`config.mk`:
```
export PLATFORM = sky130hd
export DESIGN_NAME = ewcm_sqrt
export DESIGN_NICKNAME = d
export VERILOG_FILES = /design/src/hdl/assert_macros.svh /design/src/hdl/ewcm_pkg.sv /design/src/hdl/ewcm_sqrt.sv
export SDC_FILE = /design/constraint.sdc
export NUM_CORES = 2
export LEC_CHECK = 0
export ABC_AREA = 1
export BUFFER_PORTS_ARGS = -buffer_cell sky130_fd_sc_hd__buf_2
export CORE_MARGIN = 5
export CORE_UTILIZATION = 50
export DETAILED_ROUTE_END_ITERATION = 12
export HOLD_SLACK_MARGIN = 0.03
export MAX_ROUTING_LAYER = met4
export PLACE_DENSITY = 0.67
export SKIP_CTS_REPAIR_TIMING = 1
export SYNTH_ARGS = -nofsm -noshare
export SYNTH_HDL_FRONTEND = slang
export SYNTH_SLANG_ARGS = --single-unit
```
`constraint.sdc`:
```
create_clock -name clk -period 2.8 [get_ports clk]
set_input_delay 0.28 -clock clk [delete_from_list [all_inputs] [get_ports clk]]
set_output_delay 0.28 -clock clk [all_outputs]
set_load 0.05 [all_outputs]
```
`src/hdl/assert_macros.svh`:
```
`ifndef ASSERT_MACROS_SVH
`define ASSERT_MACROS_SVH

// same-cycle implication, sampled on clk, off while rst_n is low
`define EWCM_ASSERT_IMPLY(name, ante, cons) \
    name: assert property (@(posedge clk) disable iff (!rst_n) (ante) |-> (cons)) \
        else $error("assertion failed");

// next-cycle implication, sampled on clk, off while rst_n is low
`define EWCM_ASSERT_NEXT(name, ante, cons) \
    name: assert property (@(posedge clk) disable iff (!rst_n) (ante) |=> (cons)) \
        else $error("assertion failed");

`endif

```
`src/hdl/ewcm_pkg.sv`:
```
package ewcm_pkg;

    localparam int MAX_DIMENSION = 4096;
    localparam int FRACTION_BITS = 16;

    localparam int DIM_W   = 13;
    localparam int COORD_W = 12;
    localparam int OFS_W   = 15;
    localparam int MAG_W   = 13;
    localparam int PROD_W  = 25;
    localparam int QUO_W   = FRACTION_BITS + 1;
    localparam int RAD_W   = 2 * FRACTION_BITS + 2;
    localparam int ROOT_W  = FRACTION_BITS + 1;
    localparam int TERM_W  = ROOT_W + 1 + OFS_W;
    localparam int SUM_W   = TERM_W + 1;
    localparam int SX_W    = SUM_W - FRACTION_BITS - 1;

    localparam logic REG_IMAGE_WIDTH  = 1'b0;
    localparam logic REG_IMAGE_HEIGHT = 1'b1;

    typedef struct packed {
        logic [COORD_W-1:0] dest_x;
        logic [COORD_W-1:0] dest_y;
    } in_t;

    typedef struct packed {
        logic [COORD_W-1:0] source_x;
        logic [COORD_W-1:0] source_y;
        logic               inside_res;
    } out_t;

    typedef struct packed {
        logic                    zero;
        logic signed [OFS_W-1:0] dx2;
        logic signed [OFS_W-1:0] dy2;
    } side_t;

    function automatic logic [DIM_W-1:0] clamp_dim(input logic [DIM_W-1:0] d);
        if (d > DIM_W'(MAX_DIMENSION))
            return DIM_W'(MAX_DIMENSION);
        return d;
    endfunction

endpackage

```
`src/hdl/ewcm_sqrt.sv`:
```
module ewcm_sqrt (
    input  logic                        clk,
    input  logic                        rst_n,
    input  logic                        en,
    input  logic                        in_valid,
    input  logic [ewcm_pkg::QUO_W-1:0]  quo,
    input  ewcm_pkg::side_t             side,
    output logic                        out_valid,
    output logic [ewcm_pkg::ROOT_W-1:0] root,
    output ewcm_pkg::side_t             out_side
);
    import ewcm_pkg::*;

    localparam logic [RAD_W-1:0] ONE_SQ = RAD_W'(1) << (2 * FRACTION_BITS);

    logic [2*QUO_W-1:0] sq_full;
    logic [RAD_W-1:0]   n_reg;
    logic               n_vld_reg;
    side_t              n_side_reg;

    logic [RAD_W-1:0]  rem_reg  [ROOT_W];
    logic [ROOT_W-1:0] root_reg [ROOT_W];
    side_t             side_reg [ROOT_W];
    logic [ROOT_W-1:0] vld_reg;

    assign sq_full = quo * quo;

    always_ff @(posedge clk or negedge rst_n)
    begin
        if (!rst_n)
            n_vld_reg <= 1'b0;
        else if (en)
            n_vld_reg <= in_valid;
    end

    always_ff @(posedge clk)
    begin
        if (en)
        begin
            n_reg      <= ONE_SQ + RAD_W'(sq_full);
            n_side_reg <= side;
        end
    end

    for (genvar k = 0; k < ROOT_W; k++)
    begin : g_step
        localparam int BIT = ROOT_W - 1 - k;

        logic [RAD_W-1:0]  rem_prev;
        logic [ROOT_W-1:0] root_prev;
        side_t             side_prev;
        logic              vld_prev;
        logic [RAD_W:0]    trial;
        logic [RAD_W:0]    left;
        logic              take;

        if (k == 0)
        begin : g_first
            assign rem_prev  = n_reg;
            assign root_prev = '0;
            assign side_prev = n_side_reg;
            assign vld_prev  = n_vld_reg;
        end
        else
        begin : g_rest
            assign rem_prev  = rem_reg[k-1];
            assign root_prev = root_reg[k-1];
            assign side_prev = side_reg[k-1];
            assign vld_prev  = vld_reg[k-1];
        end

        assign trial = ((RAD_W + 1)'(root_prev) << (BIT + 1)) + ((RAD_W + 1)'(1) << (2 * BIT));
        assign take  = {1'b0, rem_prev} >= trial;
        assign left  = {1'b0, rem_prev} - trial;

        always_ff @(posedge clk or negedge rst_n)
        begin
            if (!rst_n)
                vld_reg[k] <= 1'b0;
            else if (en)
                vld_reg[k] <= vld_prev;
        end

        always_ff @(posedge clk)
        begin
            if (en)
            begin
                rem_reg[k]  <= take ? left[RAD_W-1:0] : rem_prev;
                root_reg[k] <= take ? (root_prev | (ROOT_W'(1) << BIT)) : root_prev;
                side_reg[k] <= side_prev;
            end
        end
    end

    assign out_valid = vld_reg[ROOT_W-1];
    assign root      = root_reg[ROOT_W-1];
    assign out_side  = side_reg[ROOT_W-1];

endmodule

```
Yosys cells after proc, flatten, opt, wreduce, memory -nomap -nowiden
Memories as Yosys holds them, arrays and structs flattened.
Cells that the tools add are included.
W data, S select, Z words.
{ "word_totals": {"reg_bits": 83, "latch_bits": 0, "ram_bits": 1394, "rom_bits": 0, "output_inout_bits": 49, "n_memories": 3} }
{ "memory_table": {"columns": ["name", "depth", "word_bits", "rd", "rd_ports_with_merged_regs", "wr", "line_no", "source"], "rows": [
  ["rem_reg", 17, 34, 16, 0, 17, "ewcm_sqrt.sv:21", "logic [RAD_W-1:0] rem_reg [ROOT_W];"],
  ["side_reg", 17, 31, 17, 0, 17, "ewcm_sqrt.sv:23", "side_t side_reg [ROOT_W];"],
  ["root_reg", 17, 17, 17, 0, 17, "ewcm_sqrt.sv:22", "logic [ROOT_W-1:0] root_reg [ROOT_W];"]
]} }
{ "classes": {"n_addsub": 34, "multipliers": 1, "div": 0, "order_cmp": 17, "n_eq_ne": 0, "n_shift": 0, "muxes": 36, "bitwise_logic": 0, "reduce_logical": 0} }
{ "ops": {"columns": ["op", "count"], "rows": [
  ["$mux W34", 17],
  ["$add A33 B31 Y34 const B", 1],
  ["$add A33 B34 Y34 const A", 1],
  ["$ge A34 B19 Y1", 1],
  ["$ge A34 B20 Y1", 1],
  ["$ge A34 B21 Y1", 1],
  ["$ge A34 B22 Y1", 1],
  ["$ge A34 B23 Y1", 1],
  ["$ge A34 B24 Y1", 1],
  ["$ge A34 B25 Y1", 1],
  ["$ge A34 B26 Y1", 1],
  ["$ge A34 B27 Y1", 1],
  ["$ge A34 B28 Y1", 1],
  ["$ge A34 B29 Y1", 1],
  ["$ge A34 B30 Y1", 1],
  ["$ge A34 B31 Y1", 1],
  ["$ge A34 B32 Y1", 1],
  ["$ge A34 B33 Y1", 1],
  ["$ge A34 B33 Y1 const B", 1],
  ["$ge A34 B34 Y1", 1],
  ["$mul A17 B17 Y34", 1],
  ["$sub A34 B19 Y34", 1],
  ["$sub A34 B20 Y34", 1],
  ["$sub A34 B21 Y34", 1],
  ["other kinds (46)", 48]
]} }

Depth between registers and ports, before layout
An unclocked memory read counts as a cell.
{ "logic_depth": {"ltp_word": 4, "mapped_depth": 26, "ltp_nobuf": 24} }

Least setup slack after synthesis
No wires, ideal clock.
{ "synth_path": {"kind": "input to register", "start": "input port quo[5] in the netlist's numbering", "end": "register n_reg[21], in the netlist g_step[0].rem_prev[21], data pin", "setup_ns": 0.259, "arrival_ns": 5.305, "t_required_ns": 2.541, "setup_slack_ns": -2.763, "cell_stages": 22, "n_path_buf": 2, "cell_sequence": "clkbuf_1 clkbuf_1 nand2_1 fa_1 inv_1 fa_1 inv_1 fa_1 inv_1 fa_1 fa_1 inv_1 fa_1 inv_1 ha_1 nand2_1 nor2_1 inv_1 nor3_1 nand4_1 nand3_1 xor2_1"} }
{ "synth_between": {"elab_chain_cells": 2} }
{ "synth_lines": {"columns": ["element", "line_no", "source"], "rows": [
  ["start: declaration", "ewcm_sqrt.sv:6", "input logic [ewcm_pkg::QUO_W-1:0] quo,"],
  ["$mul A17 B17 Y34", "ewcm_sqrt.sv:26", "assign sq_full = quo * quo;"],
  ["$add A33 B34 Y34", "ewcm_sqrt.sv:40", "n_reg <= ONE_SQ + RAD_W'(sq_full);"],
  ["end signal: assignment", "ewcm_sqrt.sv:40", null],
  ["end: declaration", "ewcm_sqrt.sv:17", "logic [RAD_W-1:0] n_reg;"]
]} }
No other way between the ends.
A chain may end at the register's enable or synchronous reset.

Worst setup path after layout
{ "layout_path": {"start": "input port quo[9] in the netlist's numbering", "end": "register n_reg[32], in the netlist g_step[0].rem_prev[32], data pin"} }
Same word-level chain as after synthesis.

==> flow_summary.yaml <==
job:
  cap_violations: 0
placement:
  gp_congestion: 0.911
  portBuffers: 100
  place_ws_ns: -2.63
  place_hpwl_um: 107000
timing:
  relSlewSlack_pct: 44.5
  worstMarginPinSlew_ns: 0.830
  finClkSkew_ns: 0.0471
  setup_viol: 27
  finalCritPeriodShare_pct: 158
  slew_violations: 0
  fin_crit_ns: 4.44
  max_freq_mhz: 225
  worst_hold_slack_ns: 0.210
  rsz0062_at_grt: "true"
  hold_viol_final: 0
  setup_ws_ns: -1.64
global_routing:
  grt_pass1_wl_um: 221000
  grt_start_max_net_pins: 117
  antenna_found_initial: 0
  grt_pass1_vias: 41300
  grt_use_total_pct: 21.2
  grt-ovfl-total: 0
drt:
  drc_errors: 0
  num_vias: 41500
  antenna_left: 0
  drtIter0Drc: 2810
  wl_um: 139000
  wl_per_cell_um: 16.7
  vias_per_cell: 4.98
  dr.pass1.iters: 6
worst_setup_path:
  crit_slowest_cell: "fa_2"
  worstPathCellList: "buf_12 > buf_12 > buf_4 > nand2_1 > inv_1 > fa_2 > fa_1 > inv_1 > fa_1 > fa_1 > inv_1 > fa_2 > ha_4 > ha_4 > nand2_1 > buf_6 > nor2_1 > nand2_1 > nor3_2 > nand2_2 > nand3_2 > nand2_1"
  r2r_cells: 9
  critPathLaunchType: "input port"
  crit_family: "adder cells"
  cp-startpoint: "quo[9]"
  critPathCaptureType: "flip-flop"
  cp_max_fo: 7
  crit_top_cell: "nand2_1"
  cp.depth: 22
  cp_data_required_time_ns: 3.29
  cp_num_buf_inv: 7
  critPathKind: "in -> reg"
  critPathMaxStageDelay_ns: 0.58
  r2r_start: "rem_reg[0][390]"
  worst_ep_arrival_time_ns: 4.93
floorplanning:
  core_mm2: 0.129
  rows: 132
  num_io_pins: 101
  start_util_pct: 50.1
  die_h_um: 370
  die_area_mm2: 0.137
  die_x_um: 370
worst_hold_path:
  hold_start: "side[22]"
  hold_path_depth: 2
  min_path_type: "in -> reg"
outcome:
  status: "complete, but fails checks"
  violations: "negative setup slack"
layout:
  drive_gt1_share_pct: 15.1
  largest_reg_flops: 528
  fin_nets: 7004
  areaGrowthSynthToFinish_pct: 17.9
  diodes: 0
  post-route-util_pct: 59.1
clock_tree:
  cts_buffer_depth: 3
  cts_tree: "done"
  ctsHtreeMaxLevel: 4
  clk_latency_ns: 0.77
  root_buffer: "clkbuf_16"
  cts_sinks: 1290
  path_clk_slew_ns: 0.06
  numCtsBuffers: 134
logic_synthesis:
  yosysWarnings: 0
  ys_seq_area_share_pct: 59.8
  avgSynthCellArea_um2: 10.8
  ys_types: 50
  synth_nets: 6495
  synthCells: 5966
  ys_ff_latch: 1290
  netlist_area_mm2: 0.0647
power:
  max-vdd-ir-drop_mv: 1.84
  finalPower_uw: 83900
  p_leak_uw: 0.0328
  cellPowerDensity_mw_per_mm2: 1100
-- worst register-to-register path, stage by stage, from the launching register on --
cell	delay, ns
edfxtp_1	0.45
ha_1	0.39
nand2_1	0.15
nor2_2	0.29
and2_1	0.21
nand3_1	0.11
nand3_1	0.12
a21oi_2	0.06
buf_12	0.17
o21ai_0	0.43
-- synth_stat cells, drive strengths merged --
cell     number  area [um2]
o211ai        3        22.5
a211oi        1        12.5
nor2        468        1790
o21bai       11        82.6
a21oi       247        1350
fa          194        3880
o21a          5        37.5
mux2          1        11.3
nor4         30         188
xnor2        61         534
nand2b        3        18.8
o21ai       177         923
a21o          9        67.6
a31oi         4        25.0
dfrtp        18         450
nand3b       25         188
clkbuf       40         150
ha          283        3540
edfxtp     1272       38200
inv        1045        3920
o2111ai       1        8.76
o211a         1        10.0
nor3         67         377
nand3       266        1360
xor2         97         850
and3          2        12.5
buf          33         302
or2          15        93.8
nor2b         2        12.5
nand4        89         557
a21boi        3        22.5
and2          8        50.1
nand2      1485        5600
-- cell type report --
type	instances	area [um2]
clock buffers	157	3490
clock inverters	88	1090
fillers	10600	52800
inverters	1045	3930
multi-input cells	3558	23000
flip-flops and latches	1290	38600
well taps	1742	2180
repair buffers	446	3900
-- cells by family (layout without fill, tap and decap cells) --
logic type	count (synthesis)	after routing	share of synthesized area [%]
and+or+nand+nor	2460	2460	15.9
DFF	1290	1290	59.8
buffers and inverters	1118	1736	6.77
adders and majority gates	477	477	11.5
AOI/OAI and AO/OA	462	462	3.97
xor gates and xnor gates	158	158	2.14
muxes	1	1	0.0174
-- routing by layer --
layer	GRT usage, %	part of all wire, %
met1	27.3	43
met2	35.3	49
met3	2.77	4.0
met4	6.86	3.2
met5	-	0
-- per-stage QoR --
step / instances / cell area, um2 / TNS [ns]
finish: 8326 / 76200 / -37.94
CTS: 8264 / 74600 / -41.27
global placement: 8019 / 70000 / -64.60
floorplan: 5966 / 65800 / -51.77
detailed placement: 8019 / 70000 / -65.45
global route: 8326 / 76200 / -41.59
-- layout by cell type (no fill, tap or decap), types with 84 or more instances in the layout --
| master | count |
|---|---|
| a21oi_1 | 192 |
| buf_4 | 251 |
| clkbuf_16 | 135 |
| edfxtp_1 | 1272 |
| fa_1 | 174 |
| ha_1 | 242 |
| inv_1 | 959 |
| inv_2 | 84 |
| nand2_1 | 1393 |
| nand3_1 | 255 |
| nand4_1 | 89 |
| nor2_1 | 443 |
| o21ai_0 | 117 |
| xor2_1 | 92 |
-- final timing paths --
path,slack [ns],end
setup / recovery,-1.64,g_step[0].rem_prev[32]
hold / removal,0.21,g_step[0].side_prev[22]
setup reg to reg,0.15,rem_reg[0][417]
hold reg to reg,0.38,side_reg[16][28]
max in group asynchronous,1.62,g_step[13].vld_prev
min in group asynchronous,0.67,g_step[1].vld_prev
-- report_power, final --
part | leakage [uW] | switching [uW] | internal [uW]
sequential | 0.0125 | 1420 | 24900
clock | 0.00220 | 7590 | 10300
combinational | 0.0181 | 22300 | 17300
total | 0.0328 | 31300 | 52600
No activity file was read; power rests on OpenSTA's default activity.
