`config.mk`:
```
export PLATFORM = sky130hd
export DESIGN_NAME = ewcm_div
export DESIGN_NICKNAME = d
export VERILOG_FILES = /design/src/hdl/assert_macros.svh /design/src/hdl/ewcm_pkg.sv /design/src/hdl/ewcm_div.sv
export SDC_FILE = /design/constraint.sdc
export NUM_CORES = 2
export LEC_CHECK = 0
export ABC_AREA = 1
export ABC_CLOCK_PERIOD_IN_PS = 2610
export BUFFER_PORTS_ARGS = -buffer_cell sky130_fd_sc_hd__buf_2
export CAP_MARGIN = 20
export CORE_ASPECT_RATIO = 1.5
export CORE_MARGIN = 5
export CORE_UTILIZATION = 35
export CTS_CLUSTER_DIAMETER = 60
export DETAILED_ROUTE_END_ITERATION = 10
export SLEW_MARGIN = 5
export SYNTH_ARGS = -nofsm -noshare
export SYNTH_HDL_FRONTEND = slang
export SYNTH_SLANG_ARGS = --single-unit
```
`constraint.sdc`:
```
create_clock -name clk -period 2.61 [get_ports clk]
set_input_delay 0.1305 -clock clk [delete_from_list [all_inputs] [get_ports clk]]
set_output_delay 0.1305 -clock clk [all_outputs]
set_load 0.02 [all_outputs]
```
`src/hdl/assert_macros.svh`:
```
`ifndef ASSERT_MACROS_SVH
`define ASSERT_MACROS_SVH

// same-cycle implication, sampled on clk, off while rst_n is low
`define EWCM_ASSERT_IMPLY(name, ante, cons) \
    name: assert property (@(posedge clk) disable iff (!rst_n) (ante) |-> (cons)) \
        else $error("assertion failed");

// next-cycle implication, sampled on clk, off while rst_n is low
`define EWCM_ASSERT_NEXT(name, ante, cons) \
    name: assert property (@(posedge clk) disable iff (!rst_n) (ante) |=> (cons)) \
        else $error("assertion failed");

`endif

```
`src/hdl/ewcm_pkg.sv`:
```
package ewcm_pkg;

    localparam int MAX_DIMENSION = 4096;
    localparam int FRACTION_BITS = 16;

    localparam int DIM_W   = 13;
    localparam int COORD_W = 12;
    localparam int OFS_W   = 15;
    localparam int MAG_W   = 13;
    localparam int PROD_W  = 25;
    localparam int QUO_W   = FRACTION_BITS + 1;
    localparam int RAD_W   = 2 * FRACTION_BITS + 2;
    localparam int ROOT_W  = FRACTION_BITS + 1;
    localparam int TERM_W  = ROOT_W + 1 + OFS_W;
    localparam int SUM_W   = TERM_W + 1;
    localparam int SX_W    = SUM_W - FRACTION_BITS - 1;

    localparam logic REG_IMAGE_WIDTH  = 1'b0;
    localparam logic REG_IMAGE_HEIGHT = 1'b1;

    typedef struct packed {
        logic [COORD_W-1:0] dest_x;
        logic [COORD_W-1:0] dest_y;
    } in_t;

    typedef struct packed {
        logic [COORD_W-1:0] source_x;
        logic [COORD_W-1:0] source_y;
        logic               inside_res;
    } out_t;

    typedef struct packed {
        logic                    zero;
        logic signed [OFS_W-1:0] dx2;
        logic signed [OFS_W-1:0] dy2;
    } side_t;

    function automatic logic [DIM_W-1:0] clamp_dim(input logic [DIM_W-1:0] d);
        if (d > DIM_W'(MAX_DIMENSION))
            return DIM_W'(MAX_DIMENSION);
        return d;
    endfunction

endpackage

```
`src/hdl/ewcm_div.sv`:
```
module ewcm_div (
    input  logic                        clk,
    input  logic                        rst_n,
    input  logic                        en,
    input  logic                        in_valid,
    input  logic [ewcm_pkg::PROD_W-1:0] mx,
    input  logic [ewcm_pkg::PROD_W-1:0] mn,
    input  ewcm_pkg::side_t             side,
    output logic                        out_valid,
    output logic [ewcm_pkg::QUO_W-1:0]  quo,
    output ewcm_pkg::side_t             out_side
);
    import ewcm_pkg::*;

    logic [PROD_W-1:0] rem_reg  [QUO_W];
    logic [PROD_W-1:0] mx_reg   [QUO_W];
    logic [QUO_W-1:0]  quo_reg  [QUO_W];
    side_t             side_reg [QUO_W];
    logic [QUO_W-1:0]  vld_reg;

    for (genvar k = 0; k < QUO_W; k++)
    begin : g_step
        logic [PROD_W-1:0] rem_prev;
        logic [PROD_W-1:0] mx_prev;
        logic [QUO_W-1:0]  quo_prev;
        side_t             side_prev;
        logic              vld_prev;
        logic [PROD_W:0]   trial;
        logic [PROD_W:0]   diff;
        logic              take;
        logic [PROD_W-1:0] rem_next;

        if (k == 0)
        begin : g_first
            assign rem_prev  = mn;
            assign mx_prev   = mx;
            assign quo_prev  = '0;
            assign side_prev = side;
            assign vld_prev  = in_valid;
            assign trial     = {1'b0, rem_prev};
        end
        else
        begin : g_rest
            assign rem_prev  = rem_reg[k-1];
            assign mx_prev   = mx_reg[k-1];
            assign quo_prev  = quo_reg[k-1];
            assign side_prev = side_reg[k-1];
            assign vld_prev  = vld_reg[k-1];
            assign trial     = {rem_prev, 1'b0};
        end

        assign take     = trial >= {1'b0, mx_prev};
        assign diff     = trial - {1'b0, mx_prev};
        assign rem_next = take ? diff[PROD_W-1:0] : trial[PROD_W-1:0];

        always_ff @(posedge clk or negedge rst_n)
        begin
            if (!rst_n)
                vld_reg[k] <= 1'b0;
            else if (en)
                vld_reg[k] <= vld_prev;
        end

        always_ff @(posedge clk)
        begin
            if (en)
            begin
                rem_reg[k]  <= rem_next;
                mx_reg[k]   <= mx_prev;
                quo_reg[k]  <= {quo_prev[QUO_W-2:0], take};
                side_reg[k] <= side_prev;
            end
        end
    end

    assign out_valid = vld_reg[QUO_W-1];
    assign quo       = quo_reg[QUO_W-1];
    assign out_side  = side_reg[QUO_W-1];

endmodule

```
After elaboration in Yosys (flattened, before gate mapping)
Memory sizes are Yosys's and may differ from the RTL's.
Index checks and enable logic that the tools add are counted.
Storage, ports and cells
  bits in registers: 17
  RAM bits: 1666
  bits of input ports: 85
  output and inout bits: 49
  logic and storage cells: 74
  memories: 4
Cells by class
  add/subtract/negate cells: 17
  order comparisons: 17
  mux-type cells: 19
Memory list
  side_reg: depth 17, width 31, read ports 17, clocked after Yosys merged registers in 0, write ports 17, RTL line ewcm_div.sv:18  | side_t side_reg [QUO_W];
  mx_reg: depth 17, width 25, read ports 16, clocked after Yosys merged registers in 0, write ports 17, RTL line ewcm_div.sv:16  | logic [PROD_W-1:0] mx_reg [QUO_W];
  rem_reg: depth 17, width 25, read ports 16, clocked after Yosys merged registers in 0, write ports 17, RTL line ewcm_div.sv:15  | logic [PROD_W-1:0] rem_reg [QUO_W];
  quo_reg: depth 17, width 17, read ports 17, clocked after Yosys merged registers in 0, write ports 17, RTL line ewcm_div.sv:17  | logic [QUO_W-1:0] quo_reg [QUO_W];
Operators with widths (count)
  25-bit two-way mux: 17
  25-bit subtractor: 17
  26-bit by 25-bit >= comparator with 1-bit output: 16
  25-bit >= comparator: 1
  1-bit two-way mux: 2

Depth between registers and ports, before layout
An unclocked memory read counts as a cell.
  depth after elaboration: 3
  depth in mapped cells: 14
  mapped depth without buffers: 14

Worst setup path before layout
Ideal clock, no wire load.
  path type: flip-flop to flip-flop
  start point: mem rem_reg[2][5] (netlist: rem_reg[0][55])
  end point: mem rem_reg[3][4] (netlist: rem_reg[0][79]) (data pin)
  library setup time: 0.253 ns
  arrival time: 1.705 ns
  setup slack: 0.652 ns
  cell stages (with the launch flop): 10
  path buffers: 1
  period minus slack after synthesis: 1.958 ns
  cells stage by stage: edfxtp_1 ha_1 nand2_1 nor2_1 inv_1 nor3b_2 nand3_2 clkbuf_1 nand4_1 nand2_1
RTL lines (RTL line)
  from (decl): ewcm_div.sv:15

==> impl_metrics.toml <==
[run_status]
outcome = "finished, final reports clean"

[worst_hold_path]
worstHoldPathCells = 2
hold_path_end = "side_reg[0][17]"
min_from = "side[17]"
hp-class = "in -> reg"

[critical_path]
cells_traversed_along_the_worst_timing_path = "inv_1, ha_1, buf_4, nand2_1, nand2_1, inv_1, nand2_1, nand2_1, nand2_1, a21oi_4, nand3_4, buf_4, nand2_1, nand2_1"
r2r_setup_slk_ps = 30
rr_endpoint = "rem_reg[0][291]"
critical_path_endpoint_category = "flop"
startpoint_of_the_most_critical_register_to_register_path = "mx_reg[0][263]"
worst-endpoint-required_ps = 3140
cp.arrival_ps = 3120
cp_slowest_cell = "sky130_fd_sc_hd__edfxtp_1"
crit_type = "reg -> reg"
worst-r2r-cell-count = 14
path_common_cell = "sky130_fd_sc_hd__nand2_1"
worst-path-max-fanout = 4
startpoint_type = "flop"
critical-path-max-stage-delay_ps = 520
setup.worst_path.start = "mx_reg[0][263]"

[logic_synthesis]
async_set_or_reset_flop_fraction_in_the_synthesized_netlist_pct = 1.14
netlist.area_leader.share_pct = 52.4
synth_seq_area_share_pct = 52.9
post_synthesis_mean_instance_area_um2 = 8.66
syn-num-nets = 10300
ys_seq_elements = 1497
post_synthesis_cell_count = 9792
post-synth-top-area-cell = "sky130_fd_sc_hd__edfxtp_1"
synth_edf_count = 1480
syn_area_mm2 = 0.0848
post_synth_num_cell_types = 37
synth-main-ff-cell = "sky130_fd_sc_hd__edfxtp_1"
netlist_top_cells_area = "sky130_fd_sc_hd__edfxtp_1 52%, sky130_fd_sc_hd__nand2_1 16%, sky130_fd_sc_hd__inv_1 8.7%, sky130_fd_sc_hd__ha_1 6.3%, sky130_fd_sc_hd__nand4_1 3.8%"
synth-warning-count = 0

[clock_network]
numClockSinks = 1497
clockBufferDepth = 4
numCtsBuffers = 176
ctsRootBufferMaster = "sky130_fd_sc_hd__clkbuf_16"
clkLatencyLatePin_ps = 870
htree_num_levels = 4
clkTransAtPathRegs_ps = 60
clock_tree_from_tritoncts = "built"

[finish]
fin_area_mm2 = 0.103
nFillCells = 23800
largest_register_ff_count = 527
nNetsFinal = 11300
synthToLayoutAreaGrowth_pct = 21.2
layout.core_utilization_pct = 42.6
layout-drive-gt1-share_pct = 12.5

[grt]
first_global_vias = 71700
grt_pass1_wl_mm = 437
antenna_violations_before_repair = 3
grt_start_max_net_pins = 115
gr-usage-all-layers_pct = 23.8
grt_remaining_overflow = 0

[timing]
worst_pin_slew_ps = 779
fin_skew_ps = 78.4
report.final.setup_viol = 0
period_minus_slack_ps = 2580
period_share_pct = 99.0
timing.final.hold_violations = 0
fin_tns_setup_ps = 0
max_freq_ghz = 0.387
holdWs_ps = 67.0
worst_slew_margin_rel_pct = 47.9
timing.final.max_slew_violations = 0

[placement]
buffer_ports.inserted = 133
dpl.hpwl_mm = 254
gp_routability_congestion = 1.07
post_dp_cell_area_mm2 = 0.0952

[die]
core_mm2 = 0.241
die_h_um = 613
initial_core_util_pct = 35.1
boundaryPins = 134
die_w_um = 412
design.die.area_mm2 = 0.252
placementRows = 221

[job]
max_cap_viol_count = 0

[pwr]
power_per_cell_area_mw_per_mm2 = 1110
peakVddDrop_mv = 0.568
leakage_nw = 50.4

[detailed_routing]
wl_mm = 304
detail_route.vias_per_cell = 4.75
antenna_violating_nets_post_route = 0
detail_route.iter0.violations = 2958
routedWlPerCell_um = 21.4
detail_route.drc_violations = 0
dr.pass1.iters = 5
dr_total_vias = 67400
## kinds of logic (layout without fill, tap and decap cells)
group,Yosys count,after routing,share of synthesized area [%]
mux,3,3,0.0398
compound gates,216,216,1.54
fa+ha+maj,440,440,6.63
simple gates,5327,5327,27.1
buf+inv,2118,3264,9.78
xor+xnor,191,191,1.97
other cells,0,3,0
flops,1497,1497,52.9
## layout make-up
cell class                 instances  area, um2  area share (%)
antenna                            3       7.51         0.00730
clock buffer                     202       4550            4.43
clock inverter                   111       1270            1.24
inverter                        1987       7460            7.26
multi-input combinational       6177      32000            31.1
sequential                      1497      44900            43.7
tap                             3233       4050            3.94
timing repair buffer             964       8590            8.36
## placed cells by master, fill, tap and decap left out, types with 16 or more instances in the layout
cell type,instances
sky130_fd_sc_hd__nand3_1,338
sky130_fd_sc_hd__nor3_4,16
sky130_fd_sc_hd__clkinv_2,21
sky130_fd_sc_hd__clkinv_1,28
sky130_fd_sc_hd__nand4_1,514
sky130_fd_sc_hd__dfrtp_1,17
sky130_fd_sc_hd__inv_1,1958
sky130_fd_sc_hd__xor2_1,175
sky130_fd_sc_hd__nor3_1,17
sky130_fd_sc_hd__or2_2,25
sky130_fd_sc_hd__bufinv_16,22
sky130_fd_sc_hd__ha_1,404
sky130_fd_sc_hd__nand2_1,3704
sky130_fd_sc_hd__nand3_2,17
sky130_fd_sc_hd__nor2_1,493
sky130_fd_sc_hd__dlygate4sd3_1,115
sky130_fd_sc_hd__buf_2,132
sky130_fd_sc_hd__edfxtp_1,1480
sky130_fd_sc_hd__nor2_2,39
sky130_fd_sc_hd__a21oi_4,16
sky130_fd_sc_hd__xnor2_1,16
sky130_fd_sc_hd__clkbuf_1,23
sky130_fd_sc_hd__inv_2,29
sky130_fd_sc_hd__nand3_4,32
sky130_fd_sc_hd__nand2_2,26
sky130_fd_sc_hd__fa_1,16
sky130_fd_sc_hd__o21a_1,16
sky130_fd_sc_hd__nand3b_1,24
sky130_fd_sc_hd__buf_4,605
sky130_fd_sc_hd__buf_12,111
sky130_fd_sc_hd__and2_1,39
sky130_fd_sc_hd__a21oi_1,169
sky130_fd_sc_hd__clkbuf_16,178
## worst max-delay path by stage
| stage | endpoint | slack, ps | cells past startpoint |
|---|---|---|---|
| 4_1_cts | rem_reg[0][290] | 1 | 11 |
| 5_1_grt | rem_reg[0][299] | -10 | 14 |
| 2_1_floorplan | rem_reg[0][79] | 650 | 9 |
| 3_3_place_gp | rem_reg[0][332] | -270 | 11 |
| 3_5_place_dp | rem_reg[0][336] | -270 | 11 |
| 6_report | rem_reg[0][291] | 30 | 14 |
## worst max-delay path: cells and delay by family, from the launching register on
family / cells / cell delay, ps
simple gates: 8 / 810
flops: 1 / 520
buf+inv: 4 / 460
fa+ha+maj: 1 / 300
compound gates: 1 / 220
## per-stage QoR
step	setup WS (ps)	std cells	power (mW)
2_1_floorplan	652	9792	65.8
3_3_place_gp	-267	13700	88.2
3_5_place_dp	-274	13700	88.6
4_1_cts	1.07	14200	114
5_1_grt	-13.7	14200	122
6_report	25.5	14200	114
## power breakdown
| part | total [mW] | internal (mW) | switching (mW) |
|---|---|---|---|
| Clock | 25.1 | 14.8 | 10.3 |
| Sequential | 35.5 | 32.7 | 2.79 |
| Combinational | 53.5 | 19.3 | 34.2 |
## timing repair
| item | 4_1_cts | 5_1_grt |
|---|---|---|
| pin swaps | 3 | 20 |
| hold endpoints to repair | 286 | 0 |
| setup buffers | 3 | 21 |
| resized for setup | 27 | 53 |
| endpoints found under the setup margin | 146 | 176 |
| hold buffers | 115 | 0 |
## cells in the mapped netlist, types with 16 or more instances
cell type and count:
sky130_fd_sc_hd__a21oi_1 171, sky130_fd_sc_hd__edfxtp_1 1480, sky130_fd_sc_hd__nand3_1 340, sky130_fd_sc_hd__nor3_4 16, sky130_fd_sc_hd__or2_2 25, sky130_fd_sc_hd__buf_2 79
sky130_fd_sc_hd__inv_1 1962, sky130_fd_sc_hd__nand3_4 32, sky130_fd_sc_hd__nand4_1 514, sky130_fd_sc_hd__dfrtp_1 17, sky130_fd_sc_hd__nor2_2 22, sky130_fd_sc_hd__nand2_1 3718
sky130_fd_sc_hd__inv_2 25, sky130_fd_sc_hd__nor2_1 518, sky130_fd_sc_hd__and2_1 40, sky130_fd_sc_hd__xnor2_1 16, sky130_fd_sc_hd__ha_1 424, sky130_fd_sc_hd__fa_1 16
sky130_fd_sc_hd__buf_6 32, sky130_fd_sc_hd__a21oi_4 16, sky130_fd_sc_hd__xor2_1 175, sky130_fd_sc_hd__o21a_1 16, sky130_fd_sc_hd__nand3b_1 24, sky130_fd_sc_hd__clkbuf_1 18
sky130_fd_sc_hd__nor3_1 18
## metal layers
layer	routed length, um	up-vias	track usage [%]
met5	0	-	0
met4	44700	0	27.7
met3	7720	1180	2.69
met2	179000	1670	50.9
met1	72800	31200	14.8
li1	-	33300	-
(Power assumes the default switching activity.)
