### src/hdl/assert_macros.svh
`ifndef ASSERT_MACROS_SVH
`define ASSERT_MACROS_SVH

// same-cycle implication, sampled on clk, off while rst_n is low
`define EWCM_ASSERT_IMPLY(name, ante, cons) \
    name: assert property (@(posedge clk) disable iff (!rst_n) (ante) |-> (cons)) \
        else $error("assertion failed");

// next-cycle implication, sampled on clk, off while rst_n is low
`define EWCM_ASSERT_NEXT(name, ante, cons) \
    name: assert property (@(posedge clk) disable iff (!rst_n) (ante) |=> (cons)) \
        else $error("assertion failed");

`endif

### src/hdl/ewcm_pkg.sv
package ewcm_pkg;

    localparam int MAX_DIMENSION = 4096;
    localparam int FRACTION_BITS = 16;

    localparam int DIM_W   = 13;
    localparam int COORD_W = 12;
    localparam int OFS_W   = 15;
    localparam int MAG_W   = 13;
    localparam int PROD_W  = 25;
    localparam int QUO_W   = FRACTION_BITS + 1;
    localparam int RAD_W   = 2 * FRACTION_BITS + 2;
    localparam int ROOT_W  = FRACTION_BITS + 1;
    localparam int TERM_W  = ROOT_W + 1 + OFS_W;
    localparam int SUM_W   = TERM_W + 1;
    localparam int SX_W    = SUM_W - FRACTION_BITS - 1;

    localparam logic REG_IMAGE_WIDTH  = 1'b0;
    localparam logic REG_IMAGE_HEIGHT = 1'b1;

    typedef struct packed {
        logic [COORD_W-1:0] dest_x;
        logic [COORD_W-1:0] dest_y;
    } in_t;

    typedef struct packed {
        logic [COORD_W-1:0] source_x;
        logic [COORD_W-1:0] source_y;
        logic               inside_res;
    } out_t;

    typedef struct packed {
        logic                    zero;
        logic signed [OFS_W-1:0] dx2;
        logic signed [OFS_W-1:0] dy2;
    } side_t;

    function automatic logic [DIM_W-1:0] clamp_dim(input logic [DIM_W-1:0] d);
        if (d > DIM_W'(MAX_DIMENSION))
            return DIM_W'(MAX_DIMENSION);
        return d;
    endfunction

endpackage

### src/hdl/ewcm_back.sv
module ewcm_back (
    input  logic                        clk,
    input  logic                        rst_n,
    input  logic                        en,
    input  logic                        in_valid,
    input  logic [ewcm_pkg::ROOT_W-1:0] root,
    input  ewcm_pkg::side_t             side,
    input  logic [ewcm_pkg::DIM_W-1:0]  width,
    input  logic [ewcm_pkg::DIM_W-1:0]  height,
    output logic                        out_valid,
    output ewcm_pkg::out_t              out_data
);
    import ewcm_pkg::*;

    logic signed [TERM_W-1:0] px_next;
    logic signed [TERM_W-1:0] py_next;
    logic                     m_vld_reg;
    logic                     m_zero_reg;
    logic signed [TERM_W-1:0] m_px_reg;
    logic signed [TERM_W-1:0] m_py_reg;

    logic [DIM_W-1:0]         w_c;
    logic [DIM_W-1:0]         h_c;
    logic signed [SUM_W-1:0]  nx;
    logic signed [SUM_W-1:0]  ny;
    logic [SUM_W-1:0]         mag_x;
    logic [SUM_W-1:0]         mag_y;
    logic [SX_W-1:0]          sx;
    logic [SX_W-1:0]          sy;
    logic                     in_x;
    logic                     in_y;
    out_t                     out_next;

    logic                     o_vld_reg;
    out_t                     o_data_reg;

    assign px_next = $signed({1'b0, root}) * side.dx2;
    assign py_next = $signed({1'b0, root}) * side.dy2;

    always_comb
    begin
        w_c   = clamp_dim(width);
        h_c   = clamp_dim(height);
        nx    = $signed({{(SUM_W-DIM_W-FRACTION_BITS){1'b0}}, w_c, {FRACTION_BITS{1'b0}}})
                + SUM_W'(m_px_reg);
        ny    = $signed({{(SUM_W-DIM_W-FRACTION_BITS){1'b0}}, h_c, {FRACTION_BITS{1'b0}}})
                + SUM_W'(m_py_reg);
        mag_x = nx[SUM_W-1] ? -nx : nx;
        mag_y = ny[SUM_W-1] ? -ny : ny;
        sx    = mag_x[SUM_W-1:FRACTION_BITS+1];
        sy    = mag_y[SUM_W-1:FRACTION_BITS+1];
        // negative sums land inside only when they truncate to zero
        in_x  = (sx < SX_W'(w_c)) && (!nx[SUM_W-1] || (sx == '0));
        in_y  = (sy < SX_W'(h_c)) && (!ny[SUM_W-1] || (sy == '0));
        out_next.inside_res = in_x && in_y && !m_zero_reg;
        out_next.source_x   = out_next.inside_res ? sx[COORD_W-1:0] : '0;
        out_next.source_y   = out_next.inside_res ? sy[COORD_W-1:0] : '0;
    end

    always_ff @(posedge clk or negedge rst_n)
    begin
        if (!rst_n)
        begin
            m_vld_reg <= 1'b0;
            o_vld_reg <= 1'b0;
        end
        else if (en)
        begin
            m_vld_reg <= in_valid;
            o_vld_reg <= m_vld_reg;
        end
    end

    always_ff @(posedge clk)
    begin
        if (en)
        begin
            m_zero_reg <= side.zero;
            m_px_reg   <= px_next;
            m_py_reg   <= py_next;
            o_data_reg <= out_next;
        end
    end

    assign out_valid = o_vld_reg;
    assign out_data  = o_data_reg;

endmodule

### config.mk
export PLATFORM = sky130hd
export DESIGN_NAME = ewcm_back
export DESIGN_NICKNAME = d
export VERILOG_FILES = /design/src/hdl/assert_macros.svh /design/src/hdl/ewcm_pkg.sv /design/src/hdl/ewcm_back.sv
export SDC_FILE = /design/constraint.sdc
export NUM_CORES = 1
export LEC_CHECK = 0
export BUFFER_PORTS_ARGS = -buffer_cell sky130_fd_sc_hd__buf_2
export CAP_MARGIN = 20
export CORE_MARGIN = 8
export CORE_UTILIZATION = 45
export CTS_BUF_LIST = sky130_fd_sc_hd__clkbuf_8
export DETAILED_ROUTE_END_ITERATION = 10
export GPL_ROUTABILITY_DRIVEN = 0
export PLACE_DENSITY = 0.64
export SLEW_MARGIN = 40
export SYNTH_ARGS = -nofsm -noshare
export SYNTH_HDL_FRONTEND = slang
export SYNTH_SLANG_ARGS = --single-unit
### constraint.sdc
create_clock -name clk -period 5.8 [get_ports clk]
set_input_delay 0.87 -clock clk [delete_from_list [all_inputs] [get_ports clk]]
set_output_delay 0.87 -clock clk [all_outputs]
set_load 0.02 [all_outputs]
# Word-level counts from Yosys, hierarchy flattened
# Cells that the tools add are included.
[word_totals]
register_bits = 94
latch_bits = 0
mem_bits_rw = 0
rom_bits = 0
inputBits = 78
output_inout_bits = 26
word_cells = 37
n_memories = 0
[op_classes]
n_addsub = 4
mul = 2
div_mod_pow = 0
magnitude_cmp = 4
n_eq_ne = 0
shifts = 0
muxes = 8
n_bitwise = 0
n_reduce_logical = 11
[ops]
columns = ["operator", "count"]
rows = [
  ["30-bit by 33-bit adder with 34-bit output", 2],
  ["34-bit two-way mux", 2],
  ["34-bit negator", 2],
  ["18-bit by 15-bit multiplier with 33-bit output", 2],
  ["13-bit two-way mux", 4],
  ["17-bit zero test", 2],
  ["17-bit by 13-bit less-than comparator with 1-bit output", 2],
  ["13-bit > comparator, second input constant", 2],
  ["1-bit logical AND", 4],
  ["1-bit zero test", 3],
  ["1-bit logical OR", 2],
  ["1-bit two-way mux", 2],
]

# Longest topological paths before layout
[depth]
word_depth = 11
depth_mapped = 26
ltp_nobuf = 24

# Worst setup path before layout
# OpenSTA, ideal clock, no wires.
[synth_timing]
kind = "input-to-reg"
start = "input side[5] (netlist name)"
end = "register m_py_reg[31], data pin"
setup_ps = 258
t_arrival_ps = 6722
t_required_ps = 5542
path_slack_ps = -1179
cell_stages = 24
n_path_buf = 2
path_cell_list = "clkbuf_1 -> clkbuf_1 -> nand2_1 -> fa_1 -> inv_1 -> fa_1 -> inv_1 -> fa_1 -> inv_1 -> fa_1 -> fa_1 -> fa_1 -> ha_1 -> a21o_1 -> a21oi_1 -> o22ai_1 -> a31o_2 -> a41o_1 -> nand3_1 -> o21a_1 -> a21oi_1 -> a211o_1 -> a21oi_1 -> xnor2_1"
[synth_between]
elab_chain_len = 1
[synth_rtl]
columns = ["element", "line", "source"]
rows = [
  ["start: declaration", "ewcm_back.sv:7", "input ewcm_pkg::side_t side,"],
  ["18-bit by 15-bit multiplier with 33-bit output", "ewcm_back.sv:38", "assign py_next = $signed({1'b0, root}) * side.dy2;"],
  ["named net py_next[31]", "ewcm_back.sv:16", "logic signed [TERM_W-1:0] py_next;"],
  ["end signal: assignment", "ewcm_back.sv:80", "m_py_reg <= py_next;"],
  ["end: declaration", "ewcm_back.sv:20", "logic signed [TERM_W-1:0] m_py_reg;"],
]
# The timed path passes the listed nets, and every way through them passes these cells.
# A chain may end at the register's enable or synchronous reset.

# Worst setup path in the final report
[layout_timing]
start = "input root[10] (netlist name)"
end = "register m_py_reg[29], data pin"
[layout_between]
elab_chain_len = 1
[layout_rtl]
columns = ["element", "line", "source"]
rows = [
  ["start: declaration", "ewcm_back.sv:6", "input logic [ewcm_pkg::ROOT_W-1:0] root,"],
  ["18-bit by 15-bit multiplier with 33-bit output", "ewcm_back.sv:38", ""],
  ["named net py_next[29]", "ewcm_back.sv:16", ""],
]
# The timed path passes the listed nets, and every way through them passes these cells.

==> out/summary.json <==
{
  "synth_simple_gate_area_share": {"value": 18.08, "unit": "%"},
  "core_region_area": {"value": 51510, "unit": "sq um"},
  "largest_family_of_logic_cells_by_synthesized_area": {"value": "adder cells"},
  "num_io_pins": {"value": 104},
  "crit_required": {"value": 6080, "unit": "ps"},
  "synthesis.area_per_instance": {"value": 9.181, "unit": "sq um"},
  "tritoncts_clock_tree": {"value": "done"},
  "finalSetupViolations": {"value": 25},
  "final.setup_skew": {"value": 31.98, "unit": "ps"},
  "path_clk_slew": {"value": 100, "unit": "ps"},
  "synthAdderAreaFrac": {"value": 48.11, "unit": "%"},
  "area_delta_synth_final": {"value": 29.12, "unit": "%"},
  "count_of_nets_after_finishing": {"value": 3788},
  "tritoncts_num_sinks": {"value": 94},
  "detailroute.wirelength.met2": {"value": 34290, "unit": "um"},
  "pin_count_of_the_biggest_net_entering_global_routing": {"value": 60},
  "area_fraction_in_compound_gates_after_synthesis": {"value": 8.630, "unit": "%"},
  "synth_ff_type": {"value": "sky130_fd_sc_hd__edfxtp_1"},
  "placement_rows": {"value": 83},
  "die_area": {"value": 59760, "unit": "sq um"},
  "post_place_setup_slack": {"value": -1064, "unit": "ps"},
  "crit_buf_inv": {"value": 6},
  "cp-startpoint": {"value": "root[10]"},
  "portBuffers": {"value": 103},
  "max_slew_violation_count": {"value": 0},
  "num_vias": {"value": 19703},
  "fmax": {"value": 0.1604, "unit": "GHz"},
  "seq_area_frac_synth": {"value": 11.98, "unit": "%"},
  "finalCriticalPeriod": {"value": 6235, "unit": "ps"},
  "layout-drive-gt1-share": {"value": 28.90, "unit": "%"},
  "rsz0062_at_grt": {"value": "yes"},
  "worst_path_max_delay_cell": {"value": "sky130_fd_sc_hd__fa_1"},
  "ys_warn_count": {"value": 0},
  "arrival": {"value": 6510, "unit": "ps"},
  "first_iter_violations": {"value": 1036},
  "rr_startpoint": {"value": "m_px_reg[16]"},
  "synth-edff-count": {"value": 92},
  "tightestPinTransition": {"value": 812.8, "unit": "ps"},
  "dieWidth": {"value": 244.5, "unit": "um"},
  "synth_common_cells": {"value": "sky130_fd_sc_hd__inv_1 (450), sky130_fd_sc_hd__fa_1 (390), sky130_fd_sc_hd__nand2_1 (351), sky130_fd_sc_hd__ha_1 (277), sky130_fd_sc_hd__and2_1 (204)"},
  "highest_layer": {"value": "met4"},
  "postSynth.asyncResetShare": {"value": 2.128, "unit": "%"},
  "ys_ff_latch": {"value": 94},
  "path_common_cell": {"value": "sky130_fd_sc_hd__fa_1"},
  "timing.critical_path.from_type": {"value": "input port"},
  "cts_max_path_buffers": {"value": 2},
  "cp.depth": {"value": 24},
  "synthMostInstantiatedCell": {"value": "sky130_fd_sc_hd__inv_1"},
  "htreeDepth": {"value": 3},
  "finalHoldViolations": {"value": 0},
  "post_synthesis_cells": {"value": 2558},
  "muxShareOfSynthArea": {"value": 0.2717, "unit": "%"},
  "postLayoutCoreUtil": {"value": 58.87, "unit": "%"},
  "netlist_top_cells_area": {"value": "sky130_fd_sc_hd__fa_1 (33%), sky130_fd_sc_hd__ha_1 (15%), sky130_fd_sc_hd__edfxtp_1 (12%)"},
  "post-route-worst-setup-slack": {"value": -435.0, "unit": "ps"},
  "synth.net_count": {"value": 3303},
  "antenna_violations_before_repair": {"value": 3},
  "synthDominantCellAreaShare": {"value": 33.24, "unit": "%"},
  "firstDrtPassIters": {"value": 5},
  "synth.lib_cells_used.distinct": {"value": 87},
  "post_cts_hold_buffer_count": {"value": 0},
  "place.detailed.hpwl": {"value": 53760, "unit": "um"},
  "ff2ff_setup_slack": {"value": 320, "unit": "ps"},
  "timing.critical_path.max_delay_family": {"value": "adder cells"},
  "worst_hold_path_type": {"value": "input port to async pin"},
  "max-cap-violations": {"value": 0},
  "wl": {"value": 65720, "unit": "um"},
  "fin_crit_sh": {"value": 107.5, "unit": "%"},
  "crit_path_cell_trace": {"value": "buf_12, buf_12, buf_8, buf_6, nand2_4, fa_1, inv_2, fa_1, fa_1, fa_2, fa_1, fa_1, ha_4, nand3_4, nor2_4, a31o_4, a41o_1, nand3_2, o21a_1, a21oi_2, buf_4, and2_4, o21ai_2, a221oi_2"},
  "grt_pass1_wl": {"value": 107400, "unit": "um"},
  "worst_path_largest_cell_delay": {"value": 590, "unit": "ps"},
  "largest_area_contributor_in_the_synthesized_netlist": {"value": "sky130_fd_sc_hd__fa_1"},
  "start_util": {"value": 45.60, "unit": "%"},
  "viasPerCell": {"value": 5.281},
  "worstSetupEndpointType": {"value": "flip-flop"},
  "regToRegEndpoint": {"value": "out_data[2]"},
  "detail_route.drc_violations": {"value": 0},
  "r2r.worst_path.cells": {"value": 24},
  "routed_wire_length_per_instance": {"value": 17.62, "unit": "um"},
  "number_of_global_route_vias_before_repair": {"value": 21610},
  "timing.setup.critical_path_class": {"value": "input port to flip-flop"},
  "timing.setup.tns": {"value": -5719, "unit": "ps"},
  "m1WireLength": {"value": 25600, "unit": "um"},
  "grt_overflow_total": {"value": 0},
  "setup.worst_path.end": {"value": "m_py_reg[29]"},
  "route.met3.wl": {"value": 2912, "unit": "um"},
  "timing.max_slew.rel_slack": {"value": 45.81, "unit": "%"},
  "clock_insertion_delay_worst_skew": {"value": 470, "unit": "ps"},
  "all_layer_global_routing_usage": {"value": 22.16, "unit": "%"},
  "synth-xor-area-share": {"value": 3.980, "unit": "%"},
  "total_clock_buffers_created_by_cts": {"value": 9},
  "antenna_left": {"value": 0},
  "synth.cell_area": {"value": 23490, "unit": "sq um"},
  "timing.critical_path.fanout_max": {"value": 8},
  "failed_checks": {"value": "setup timing"},
  "die_height": {"value": 244.5, "unit": "um"},
  "cell_chosen_for_the_clock_root": {"value": "sky130_fd_sc_hd__clkbuf_8"},
  "status": {"value": "finished with violations"}
}
==> final cells by class <==
cell class | count | area, sq um
flip-flops and latches | 94 | 2813
multi-input cells | 1909 | 20050
repair buffers | 578 | 4722
diodes | 3 | 7.507
inverters | 451 | 1694
well taps | 680 | 850.8
clock buffers | 9 | 123.9
fillers | 4462 | 21180
clock inverters | 7 | 63.81
==> repair_timing <==
item	CTS	global route
gates resized for setup	228	181
cloned	3	1
pin swaps	87	126
endpoints found under the setup margin	50	58
setup buffers	60	39
==> how the worst min path moves through the flow <==
stage              start   endpoint  slack (ps)  cells past startpoint
2_1_floorplan  m_vld_reg  m_vld_reg         470                      1
3_3_place_gp   m_vld_reg  m_vld_reg         480                      1
3_5_place_dp   m_vld_reg  out_valid         490                      1
4_1_cts            rst_n  m_vld_reg         150                      1
5_1_grt            rst_n  m_vld_reg         160                      1
6_report           rst_n  m_vld_reg         200                      1
==> metal layers <==
layer	up-vias	track usage, %
met5	-	0
met1	9909	25.43
met4	0	10.01
li1	9164	-
met3	166	3.281
met2	464	40.43
==> logic make-up after synthesis <==
kind of cell    after synthesis
xor+xnor                    103
fa+ha+maj                   669
flops                        94
compound gates              295
buf+inv                     556
mux                           6
simple gates                835
==> placed cells by master (no fill, tap or decap), types with 18 or more instances in the layout <==
| cell | count |
|---|---|
| sky130_fd_sc_hd__nand3_1 | 21 |
| sky130_fd_sc_hd__nand2_2 | 24 |
| sky130_fd_sc_hd__a21oi_2 | 24 |
| sky130_fd_sc_hd__ha_4 | 26 |
| sky130_fd_sc_hd__buf_2 | 67 |
| sky130_fd_sc_hd__a21o_1 | 36 |
| sky130_fd_sc_hd__ha_1 | 248 |
| sky130_fd_sc_hd__fa_2 | 36 |
| sky130_fd_sc_hd__buf_6 | 56 |
| sky130_fd_sc_hd__inv_1 | 435 |
| sky130_fd_sc_hd__xnor2_1 | 67 |
| sky130_fd_sc_hd__nor3_1 | 19 |
| sky130_fd_sc_hd__edfxtp_1 | 92 |
| sky130_fd_sc_hd__o21ai_0 | 33 |
| sky130_fd_sc_hd__fa_1 | 354 |
| sky130_fd_sc_hd__nand2_1 | 322 |
| sky130_fd_sc_hd__and2_1 | 187 |
| sky130_fd_sc_hd__a21oi_1 | 46 |
| sky130_fd_sc_hd__buf_4 | 421 |
| sky130_fd_sc_hd__nand2b_1 | 37 |
| sky130_fd_sc_hd__xor2_1 | 18 |
| sky130_fd_sc_hd__nor2_1 | 59 |
==> metrics by stage <==
stage | std cells | area, sq um | hold slack, ps
after global routing | 3731 | 30330 | 163.0
final | 3731 | 30330 | 195.4
after detailed placement | 3624 | 27750 | 490.9
after CTS | 3699 | 29360 | 153.8
after floorplan | 2558 | 24170 | 474.9
after global placement | 3624 | 27740 | 484.1
Power is left out: the tool's default activity adds up to more than one toggle a clock period on the data nets, which glitch-free logic cannot reach.
